$ cat src/sv/snc_pkg.sv
// package with status codes, register indexes and character class helper for the name checker
`timescale 1ns / 1ps

package snc_pkg;

  localparam int unsigned CHAR_W   = 8;
  localparam int unsigned COUNT_W  = 8;
  localparam int unsigned STATUS_W = 4;
  localparam int unsigned CFG_W    = 8;
  localparam int unsigned IN_DATA_W  = 8;
  localparam int unsigned OUT_DATA_W = 16;

  localparam logic [COUNT_W-1:0] COUNT_MAX          = 8'd255;
  localparam logic [CFG_W-1:0]   MAX_NAME_RESET     = 8'd253;
  localparam logic [CFG_W-1:0]   MAX_LABEL_RESET    = 8'd63;

  localparam logic [CHAR_W-1:0] CHAR_DASH = 8'h2D;
  localparam logic [CHAR_W-1:0] CHAR_DOT  = 8'h2E;
  localparam logic [CHAR_W-1:0] CHAR_STAR = 8'h2A;

  typedef enum logic [0:0] {
    REG_MAX_NAME  = 1'b0,
    REG_MAX_LABEL = 1'b1
  } cfg_index_t;

  typedef enum logic [STATUS_W-1:0] {
    ST_OK         = 4'd0,
    ST_EMPTY      = 4'd1,
    ST_BAD_CHAR   = 4'd2,
    ST_STAR_PLACE = 4'd3,
    ST_STAR_MANY  = 4'd4,
    ST_TOO_LONG   = 4'd5,
    ST_LABEL_LONG = 4'd6,
    ST_NO_DOT     = 4'd7,
    ST_DOUBLE_DOT = 4'd8
  } status_t;

  function automatic logic char_ok(input logic [CHAR_W-1:0] c);
    logic upper;
    logic lower;
    logic digit;
    upper = (c >= 8'h41) && (c <= 8'h5A);
    lower = (c >= 8'h61) && (c <= 8'h7A);
    digit = (c >= 8'h30) && (c <= 8'h39);
    return upper || lower || digit || (c == CHAR_DASH) || (c == CHAR_DOT) ||
           (c == CHAR_STAR);
  endfunction

endpackage

$ cat src/sv/server_name_checker_core.sv
// host name checker: per-character tracking and end-of-name status
`timescale 1ns / 1ps

// Usage
//   in_*  : one name character per transfer; in_tdata holds the byte, in_tuser
//           is the char-present flag (items with it low are not counted), in_tlast
//           closes the name.
//   out_* : one status transfer per closed name; out_tdata holds status in
//           bits 3:0 and the offending character in bits 11:4.
//   cfg_* : write port for the two length limits; write only while the block idles (not enforced).
// Throughput: one character per cycle while no closing item waits on a held result
//   register, set by the single update stage between the input register and the result register.
// Path: a closing transfer passes the input register and then the result register,
//   which offers the status transfer.
// Reset: limits return to 253 and 63, all name state and both valid flags clear.
// Stall: while a result waits and out_tready is low the result register holds; the input register
//   keeps taking characters until it holds a closing item that cannot yet
//   deliver, then in_tready drops.
module server_name_checker_core (
  input  logic                               clk,
  input  logic                               rst_n,
  // name_char[7:0]
  input  logic [snc_pkg::IN_DATA_W-1:0]      in_tdata,
  // char_present[0]
  input  logic                               in_tuser,
  input  logic                               in_tlast,
  input  logic                               in_tvalid,
  output logic                               in_tready,
  // status[3:0], offending_char[11:4], zero fill[15:12]
  output logic [snc_pkg::OUT_DATA_W-1:0]     out_tdata,
  output logic                               out_tvalid,
  input  logic                               out_tready,
  input  logic                               cfg_we,
  input  logic                               cfg_index,
  input  logic [snc_pkg::CFG_W-1:0]          cfg_wdata
);

  import snc_pkg::*;

  logic [CFG_W-1:0]   max_name_r;
  logic [CFG_W-1:0]   max_label_r;

  logic               s1_valid_r;
  logic [CHAR_W-1:0]  s1_char_r;
  logic               s1_present_r;
  logic               s1_last_r;

  logic [COUNT_W-1:0] name_count_r, name_count_nxt;
  logic [COUNT_W-1:0] label_count_r, label_count_nxt;
  logic               label_overflow_r, label_overflow_nxt;
  logic               seen_dot_r, seen_dot_nxt;
  logic               prev_dot_r, prev_dot_nxt;
  logic               double_dot_r, double_dot_nxt;
  logic               star_seen_r, star_seen_nxt;
  logic               star_misplaced_r, star_misplaced_nxt;
  logic               star_repeated_r, star_repeated_nxt;
  logic               bad_valid_r, bad_valid_nxt;
  logic [CHAR_W-1:0]  bad_char_r, bad_char_nxt;

  logic               out_valid_r;
  status_t            out_status_r, status_nxt;
  logic [CHAR_W-1:0]  out_offend_r, offend_nxt;

  logic               out_free;
  logic               s1_adv;
  logic               is_dot;
  logic               is_star;

  assign out_free  = !out_valid_r || out_tready;
  assign s1_adv    = s1_valid_r && (!s1_last_r || out_free);
  assign in_tready = !s1_valid_r || s1_adv;

  assign out_tvalid = out_valid_r;
  assign out_tdata  = {{(OUT_DATA_W - STATUS_W - CHAR_W){1'b0}}, out_offend_r, out_status_r};

  always_ff @(posedge clk) begin
    if (!rst_n) begin
      max_name_r  <= MAX_NAME_RESET;
      max_label_r <= MAX_LABEL_RESET;
    end else if (cfg_we) begin
      unique case (cfg_index_t'(cfg_index))
        REG_MAX_NAME:  max_name_r  <= cfg_wdata;
        REG_MAX_LABEL: max_label_r <= cfg_wdata;
        default: ;
      endcase
    end
  end

  always_ff @(posedge clk) begin
    if (!rst_n) begin
      s1_valid_r <= 1'b0;
    end else if (in_tready) begin
      s1_valid_r <= in_tvalid;
    end
  end

  always_ff @(posedge clk) begin
    if (in_tready && in_tvalid) begin
      s1_char_r    <= in_tdata[CHAR_W-1:0];
      s1_present_r <= in_tuser;
      s1_last_r    <= in_tlast;
    end
  end

  assign is_dot  = s1_char_r == CHAR_DOT;
  assign is_star = s1_char_r == CHAR_STAR;

  always_comb begin
    name_count_nxt     = name_count_r;
    label_count_nxt    = label_count_r;
    label_overflow_nxt = label_overflow_r;
    seen_dot_nxt       = seen_dot_r;
    prev_dot_nxt       = prev_dot_r;
    double_dot_nxt     = double_dot_r;
    star_seen_nxt      = star_seen_r;
    star_misplaced_nxt = star_misplaced_r;
    star_repeated_nxt  = star_repeated_r;
    bad_valid_nxt      = bad_valid_r;
    bad_char_nxt       = bad_char_r;

    if (s1_present_r) begin
      if (!char_ok(s1_char_r) && !bad_valid_r) begin
        bad_valid_nxt = 1'b1;
        bad_char_nxt  = s1_char_r;
      end
      if (is_star) begin
        if (star_seen_r) begin
          star_repeated_nxt = 1'b1;
        end else if (name_count_r != '0) begin
          star_misplaced_nxt = 1'b1;
        end
        star_seen_nxt = 1'b1;
      end
      if (is_dot) begin
        if (prev_dot_r) begin
          double_dot_nxt = 1'b1;
        end
        if (label_count_r > max_label_r) begin
          label_overflow_nxt = 1'b1;
        end
        label_count_nxt = '0;
        seen_dot_nxt    = 1'b1;
        prev_dot_nxt    = 1'b1;
      end else begin
        if (label_count_r != COUNT_MAX) begin
          label_count_nxt = label_count_r + 1'b1;
        end
        prev_dot_nxt = 1'b0;
      end
      if (name_count_r != COUNT_MAX) begin
        name_count_nxt = name_count_r + 1'b1;
      end
    end

    offend_nxt = '0;
    if (name_count_nxt == '0) begin
      status_nxt = ST_EMPTY;
    end else if (bad_valid_nxt) begin
      status_nxt = ST_BAD_CHAR;
      offend_nxt = bad_char_nxt;
    end else if (star_misplaced_nxt) begin
      status_nxt = ST_STAR_PLACE;
    end else if (star_repeated_nxt) begin
      status_nxt = ST_STAR_MANY;
    end else if (name_count_nxt > max_name_r) begin
      status_nxt = ST_TOO_LONG;
    end else if (label_overflow_nxt || (label_count_nxt > max_label_r)) begin
      status_nxt = ST_LABEL_LONG;
    end else if (!seen_dot_nxt) begin
      status_nxt = ST_NO_DOT;
    end else if (double_dot_nxt) begin
      status_nxt = ST_DOUBLE_DOT;
    end else begin
      status_nxt = ST_OK;
    end
  end

  always_ff @(posedge clk) begin
    if (!rst_n || (s1_adv && s1_last_r)) begin
      name_count_r     <= '0;
      label_count_r    <= '0;
      label_overflow_r <= 1'b0;
      seen_dot_r       <= 1'b0;
      prev_dot_r       <= 1'b0;
      double_dot_r     <= 1'b0;
      star_seen_r      <= 1'b0;
      star_misplaced_r <= 1'b0;
      star_repeated_r  <= 1'b0;
      bad_valid_r      <= 1'b0;
      bad_char_r       <= '0;
    end else if (s1_adv) begin
      name_count_r     <= name_count_nxt;
      label_count_r    <= label_count_nxt;
      label_overflow_r <= label_overflow_nxt;
      seen_dot_r       <= seen_dot_nxt;
      prev_dot_r       <= prev_dot_nxt;
      double_dot_r     <= double_dot_nxt;
      star_seen_r      <= star_seen_nxt;
      star_misplaced_r <= star_misplaced_nxt;
      star_repeated_r  <= star_repeated_nxt;
      bad_valid_r      <= bad_valid_nxt;
      bad_char_r       <= bad_char_nxt;
    end
  end

  always_ff @(posedge clk) begin
    if (!rst_n) begin
      out_valid_r <= 1'b0;
    end else if (out_free) begin
      out_valid_r <= s1_adv && s1_last_r;
    end
  end

  always_ff @(posedge clk) begin
    if (out_free && s1_adv && s1_last_r) begin
      out_status_r <= status_nxt;
      out_offend_r <= offend_nxt;
    end
  end

endmodule

$ cat config.mk
export PLATFORM = sky130hd
export DESIGN_NAME = server_name_checker_core
export DESIGN_NICKNAME = d
export VERILOG_FILES = /design/src/sv/snc_pkg.sv /design/src/sv/server_name_checker_core.sv
export SDC_FILE = /design/constraint.sdc
export NUM_CORES = 1
export LEC_CHECK = 0
export BUFFER_PORTS_ARGS = -buffer_cell sky130_fd_sc_hd__buf_4
export CAP_MARGIN = 20
export CORE_AREA = 2 2 86 88
export CTS_CLUSTER_DIAMETER = 120
export DETAILED_ROUTE_END_ITERATION = 8
export DIE_AREA = 0 0 88 90
export PLACE_DENSITY = 0.79
export SYNTH_ARGS = -nofsm -noshare
export SYNTH_HDL_FRONTEND = slang
export SYNTH_SLANG_ARGS = --single-unit
export TNS_END_PERCENT = 100
$ cat constraint.sdc
create_clock -name clk -period 3.8 [get_ports clk]
set_input_delay 0.76 -clock clk [delete_from_list [all_inputs] [get_ports clk]]
set_output_delay 0.76 -clock clk [all_outputs]
set_load 0.01 [all_outputs]
After elaboration in Yosys (flattened, before gate mapping)
Cells that the tools add are included.

Output and inout port bits: 18. Register bits: 72. Input port bits: 24. Logic and storage cells: 107.

Multiplexer cells: 32. Bitwise logic cells: 3. Order comparisons: 9. Equality and inequality tests: 5. Reduce and logical (&&, ||, !) cells: 34. Add/subtract/negate cells: 2.

Operator list (count): 8-bit 2-to-1 mux (7); 8-bit by 6-bit equality test with 1-bit output (second input constant) (3); 8-bit greater-than comparator (3); 1-bit 2-to-1 mux (18); 8-bit by 1-bit adder with 8-bit output (second input constant) (2); 8-bit by 7-bit >= comparator with 1-bit output (second input constant) (2); 8-bit by 7-bit <= comparator with 1-bit output (second input constant) (2); 8-bit inequality test (second input constant) (2); 3-bit 2-to-1 mux (4); 1-bit logical OR (10); 1-bit logical AND (9); 8-bit by 6-bit >= comparator with 1-bit output (second input constant) (1); 8-bit by 6-bit <= comparator with 1-bit output (second input constant) (1); 8-bit zero test (1); 8-bit nonzero test (1); 7-bit OR reduction (1); 1-bit zero test (6); 2-bit AND reduction (3); 2-bit 2-to-1 mux (2); 4-bit 2-to-1 mux (1); 1-bit NOT (3); 3-bit AND reduction (1); 3-bit OR reduction (1); 2-bit OR reduction (1).

Logic depth before layout (Yosys ltp)
Depth in word-level cells: 13. Gate-level depth with buffers: 13. Mapped depth without buffers: 13.

Worst setup path after synthesis
OpenSTA, ideal clock, no wires.

Path type: register to register. Start: register name_count_r[1]. End: register out_status_r[2] (data pin). Slack: 0.507 ns. Data required time: 3.529 ns. Buffers on the path: 0. Cell stages (with the launch flop): 12. Arrival time: 3.022 ns. Library setup time: 0.271 ns. Period minus slack after synthesis: 3.293 ns. Path through: dfxtp_1 -> ha_1 -> nand4_1 -> or4b_2 -> o21ai_0 -> inv_1 -> ha_1 -> nand4_1 -> o21a_1 -> nor3b_1 -> or3b_2 -> nor3b_1.

Word-level cells in the longest chain between the ends: 6. Elaborated cells on any way between the ends: 14. Those cells by class: 1 x add/sub; 1 x order compare; 1 x eq/ne; 8 x mux; 3 x reduce/logical.

Ends and longest elaborated chain: start, declared (RTL line server_name_checker_core.sv:48) `logic [COUNT_W-1:0] name_count_r, name_count_nxt;`; start signal, assigned (RTL line server_name_checker_core.sv:192) `name_count_r <= name_count_nxt;`; 8-bit by 1-bit adder with 8-bit output / 8-bit inequality test (equally long branches) (RTL line server_name_checker_core.sv:151, server_name_checker_core.sv:150); 8-bit 2-to-1 mux * (RTL line server_name_checker_core.sv:150) `if (name_count_r != COUNT_MAX) begin`; 8-bit 2-to-1 mux * (RTL line server_name_checker_core.sv:121) `if (s1_present_r) begin`; named net name_count_nxt[6] (RTL line server_name_checker_core.sv:48); 8-bit greater-than comparator (RTL line server_name_checker_core.sv:165) `end else if (name_count_nxt > max_name_r) begin`; 3-bit 2-to-1 mux (RTL line server_name_checker_core.sv:165); 3-bit 2-to-1 mux (RTL line server_name_checker_core.sv:163) `end else if (star_repeated_nxt) begin`; end signal, assigned (RTL line server_name_checker_core.sv:216) `out_status_r <= status_nxt;`; end, declared (RTL line server_name_checker_core.sv:61) `status_t out_status_r, status_nxt;`.

The timed path passes the listed nets; every way through them passes the cells marked *. A chain may end at the register's enable or synchronous reset.

Final worst setup path
Same ends and word-level chain as after synthesis.

==> results.toml <==
[sta]
hold_violations = 0
drv_slew = 0
period_minus_slack_ps = 3520
final.period_utilization_pct = 92.7
clock_skew_ps = 8.49
max_slew.worst_pin.slew_ps = 811
report.final.setup_viol = 0
rsz0062_at_grt = "no"
fmax_ghz = 0.284
timing.slew.headroom_pct = 45.8
totalNegativeSetupSlack_ps = 0

[floorplanning]
initial_utilization_pct = 57.7
die-area_um2 = 7920
core_area_um2 = 7020
rows = 31
die_height_um = 90
ioPinCount = 42
die_w_um = 88

[setup_path]
worstSetupEndpointType = "flip-flop"
crit-reg2reg-capture = "out_status_r[2]$_SDFFCE_PP0P_"
rr_worst_depth = 11
timing.critical_path.from = "name_count_r[1]$_SDFFE_PP0P_"
reg2reg_setup_slack_ps = 280
critical-path-slowest-cell = "or4b_2"
cells_traversed_along_the_worst_timing_path = "ha_1, nand4_1, or4b_2, o21ai_0, inv_1, ha_1, nand4_1, o21a_1, nor3b_1, or3b_2, nor3b_1"
arrival_time_of_data_at_the_critical_path_endpoint_ps = 3600
cp.buffers_inverters = 1
cpLargestDelayFamily = "simple AND/OR/NAND/NOR gates"
critPathCapture = "out_status_r[2]$_SDFFCE_PP0P_"
timing_worst_setup_path_type = "flip-flop to flip-flop"
critical_path_depth = 11
critPathMaxStageDelay_ps = 680
cp.required_ps = 3880
r2r-start = "name_count_r[1]$_SDFFE_PP0P_"
crit_fanout = 8
timing.critical_path.from_type = "flip-flop"

[run_status]
outcome = "finished clean"

[logic_synthesis]
synth_largest_area_cell = "dfxtp_1"
post_synth_edffs = 22
post-synth-top-area-fraction_pct = 24.7
netlist_top_cells_count = "nor2_1, nand2_1, dfxtp_1, a21oi_1, inv_1"
mappedNetlistArea_um2 = 4050
avgSynthCellArea_um2 = 8.86
yosys-top-cells-area = "dfxtp_1, edfxtp_1, ha_1"
asyncSetResetFlopFracSynth_pct = 0
synth-seq-cells = 72
synth-main-ff-cell = "dfxtp_1"
postSynthCellCount = 457
ys_seq_area_share_pct = 41.1
synthesis.yosys.warnings = 0
yosysMostFrequentCell = "nor2_1"
yosys.cell_types.count = 57

[placed_design]
port_buffer_count = 37
dpl_cell_area_um2 = 4380
gp_routability_congestion = 0.892
detailedPlacementHpwl_mm = 6.33

[global_routing]
grt_start_max_net_pins = 28
first_global_vias = 3137
initial_antenna_violation_count = 0
global_route.usage.total_pct = 23.2
global_route_wire_length_before_repair_mm = 14.6
overflow = 0

[cts]
clock_tree_sinks = 72
cts.clk_slew.worst_paths_ps = 80
clk-insertion-delay-late_ps = 350
tritoncts_buffers = 9
cts_root_buf = "clkbuf_8"
cts-root-to-sink-buffers = 2
cts_tree = "yes"
hold_buffers = 0
cts_max_level = 3

[route]
wirelength_mm = 8.64
drc = 0
detailedRoute.firstIterationViolations = 218
num_vias = 3344
routedWlPerCell_um = 14.6
detailedRoute.firstPassIterationCount = 5
final_antenna_net_count = 0
vias_per_cell = 5.64

[job]
cap_viol_max_count = 0

[finish]
antenna_cells = 0
multi_input_comb_area_um2 = 2180
flow.area_growth_from_synthesis_pct = 13.4
final_net_count = 540
fillCellCount = 585
drive_above_1_share_pct = 14.2
seqCellArea_um2 = 1660
postLayoutCellArea_um2 = 4590

[min_path]
worstHoldPathType = "flip-flop to flip-flop"

[pwr]
power.ir.vdd_worst_v = 0.000191
power.static_leakage_nw = 1.88
powerDensity_nw_per_um2 = 356
cells in the final DEF, fill, tap and decap left out, types with 9 or more instances in the layout:
| master | count |
|---|---|
| nand3_1 | 14 |
| dfxtp_1 | 49 |
| nor2_1 | 54 |
| ha_1 | 27 |
| nand2_1 | 53 |
| clkbuf_8 | 10 |
| o211ai_1 | 16 |
| buf_4 | 41 |
| mux2i_1 | 17 |
| nand4_1 | 10 |
| a21oi_1 | 29 |
| nor3_1 | 9 |
| edfxtp_1 | 22 |
| inv_1 | 29 |
| o21ai_0 | 13 |
logic make-up after synthesis:
family | count (synthesis) | synth area share [%]
flops | 72 | 41.1
other cells | 1 | 0.0926
xor+xnor | 14 | 3.03
mux | 19 | 4.76
compound gates | 92 | 15.2
fa+ha+maj | 27 | 8.35
buf+inv | 52 | 5.47
simple gates | 180 | 22.1
stage by stage:
stage	hold slack (ps)	instances	power, mW	utilization [%]	worst slack, ps
2_1_floorplan	435	460	0.970	-	507
3_3_place_gp	449	577	1.02	62.4	331
3_5_place_dp	457	577	1.03	62.4	219
4_1_cts	467	593	1.64	65.3	212
5_1_grt	494	593	1.70	65.4	40.8
6_report	466	593	1.63	65.4	278
worst register-to-register path: cells and delay by family (launching register included):
family                   cells  cell delay (ps)
AND/OR/NAND/NOR              6             1870
adder cells (fa/ha/maj)      2              550
flip-flops                   1              400
AO/OA/AOI/OAI                2              350
buffers and inverters        1               80
how the worst min path moves through the flow:
stage,startpoint,endpoint,cells past startpoint
2_1_floorplan,label_overflow_r$_SDFFE_PP0P_,label_overflow_r$_SDFFE_PP0P_,2
3_3_place_gp,double_dot_r$_SDFFE_PP0P_,double_dot_r$_SDFFE_PP0P_,2
3_5_place_dp,label_overflow_r$_SDFFE_PP0P_,label_overflow_r$_SDFFE_PP0P_,2
4_1_cts,label_overflow_r$_SDFFE_PP0P_,label_overflow_r$_SDFFE_PP0P_,2
5_1_grt,label_overflow_r$_SDFFE_PP0P_,label_overflow_r$_SDFFE_PP0P_,2
6_report,label_overflow_r$_SDFFE_PP0P_,label_overflow_r$_SDFFE_PP0P_,2
layer usage:
layer / track usage, % / up-vias / share of wire [%] / wire length (um)
li1: - / 1683 / - / -
met1: 31.1 / 1563 / 45 / 3870
met2: 36.4 / 78 / 49 / 4240
met3: 3.58 / 20 / 3.3 / 285
met4: 10.8 / 0 / 2.8 / 240
met5: 0 / - / 0 / 0
power by group:
part	switching, mW	internal, mW
logic	0.0999	0.0722
registers	0.0210	0.818
clock network	0.299	0.322
total	0.420	1.21
flip-flops by register name (all words and copies together) (netlist names), 4 cells and up:
name	flops
label_count_r	8
max_name_r	8
out_offend_r	8
s1_char_r	8
max_label_r	8
bad_char_r	8
name_count_r	8
out_status_r	4
cell type report:
cell class                 count  area share (%)
multi-input combinational    336            47.5
sequential                    72            36.2
timing repair buffer          41            6.71
clock buffer                  10            3.00
tap                           99            2.70
inverter                      29            2.37
clock inverter                 6            1.45
repair_timing:
item	CTS	global route
endpoints found under the setup margin	0	2
gates resized for setup	0	2
setup buffers	0	0
Note: power is estimated with default switching activity, not from simulation.
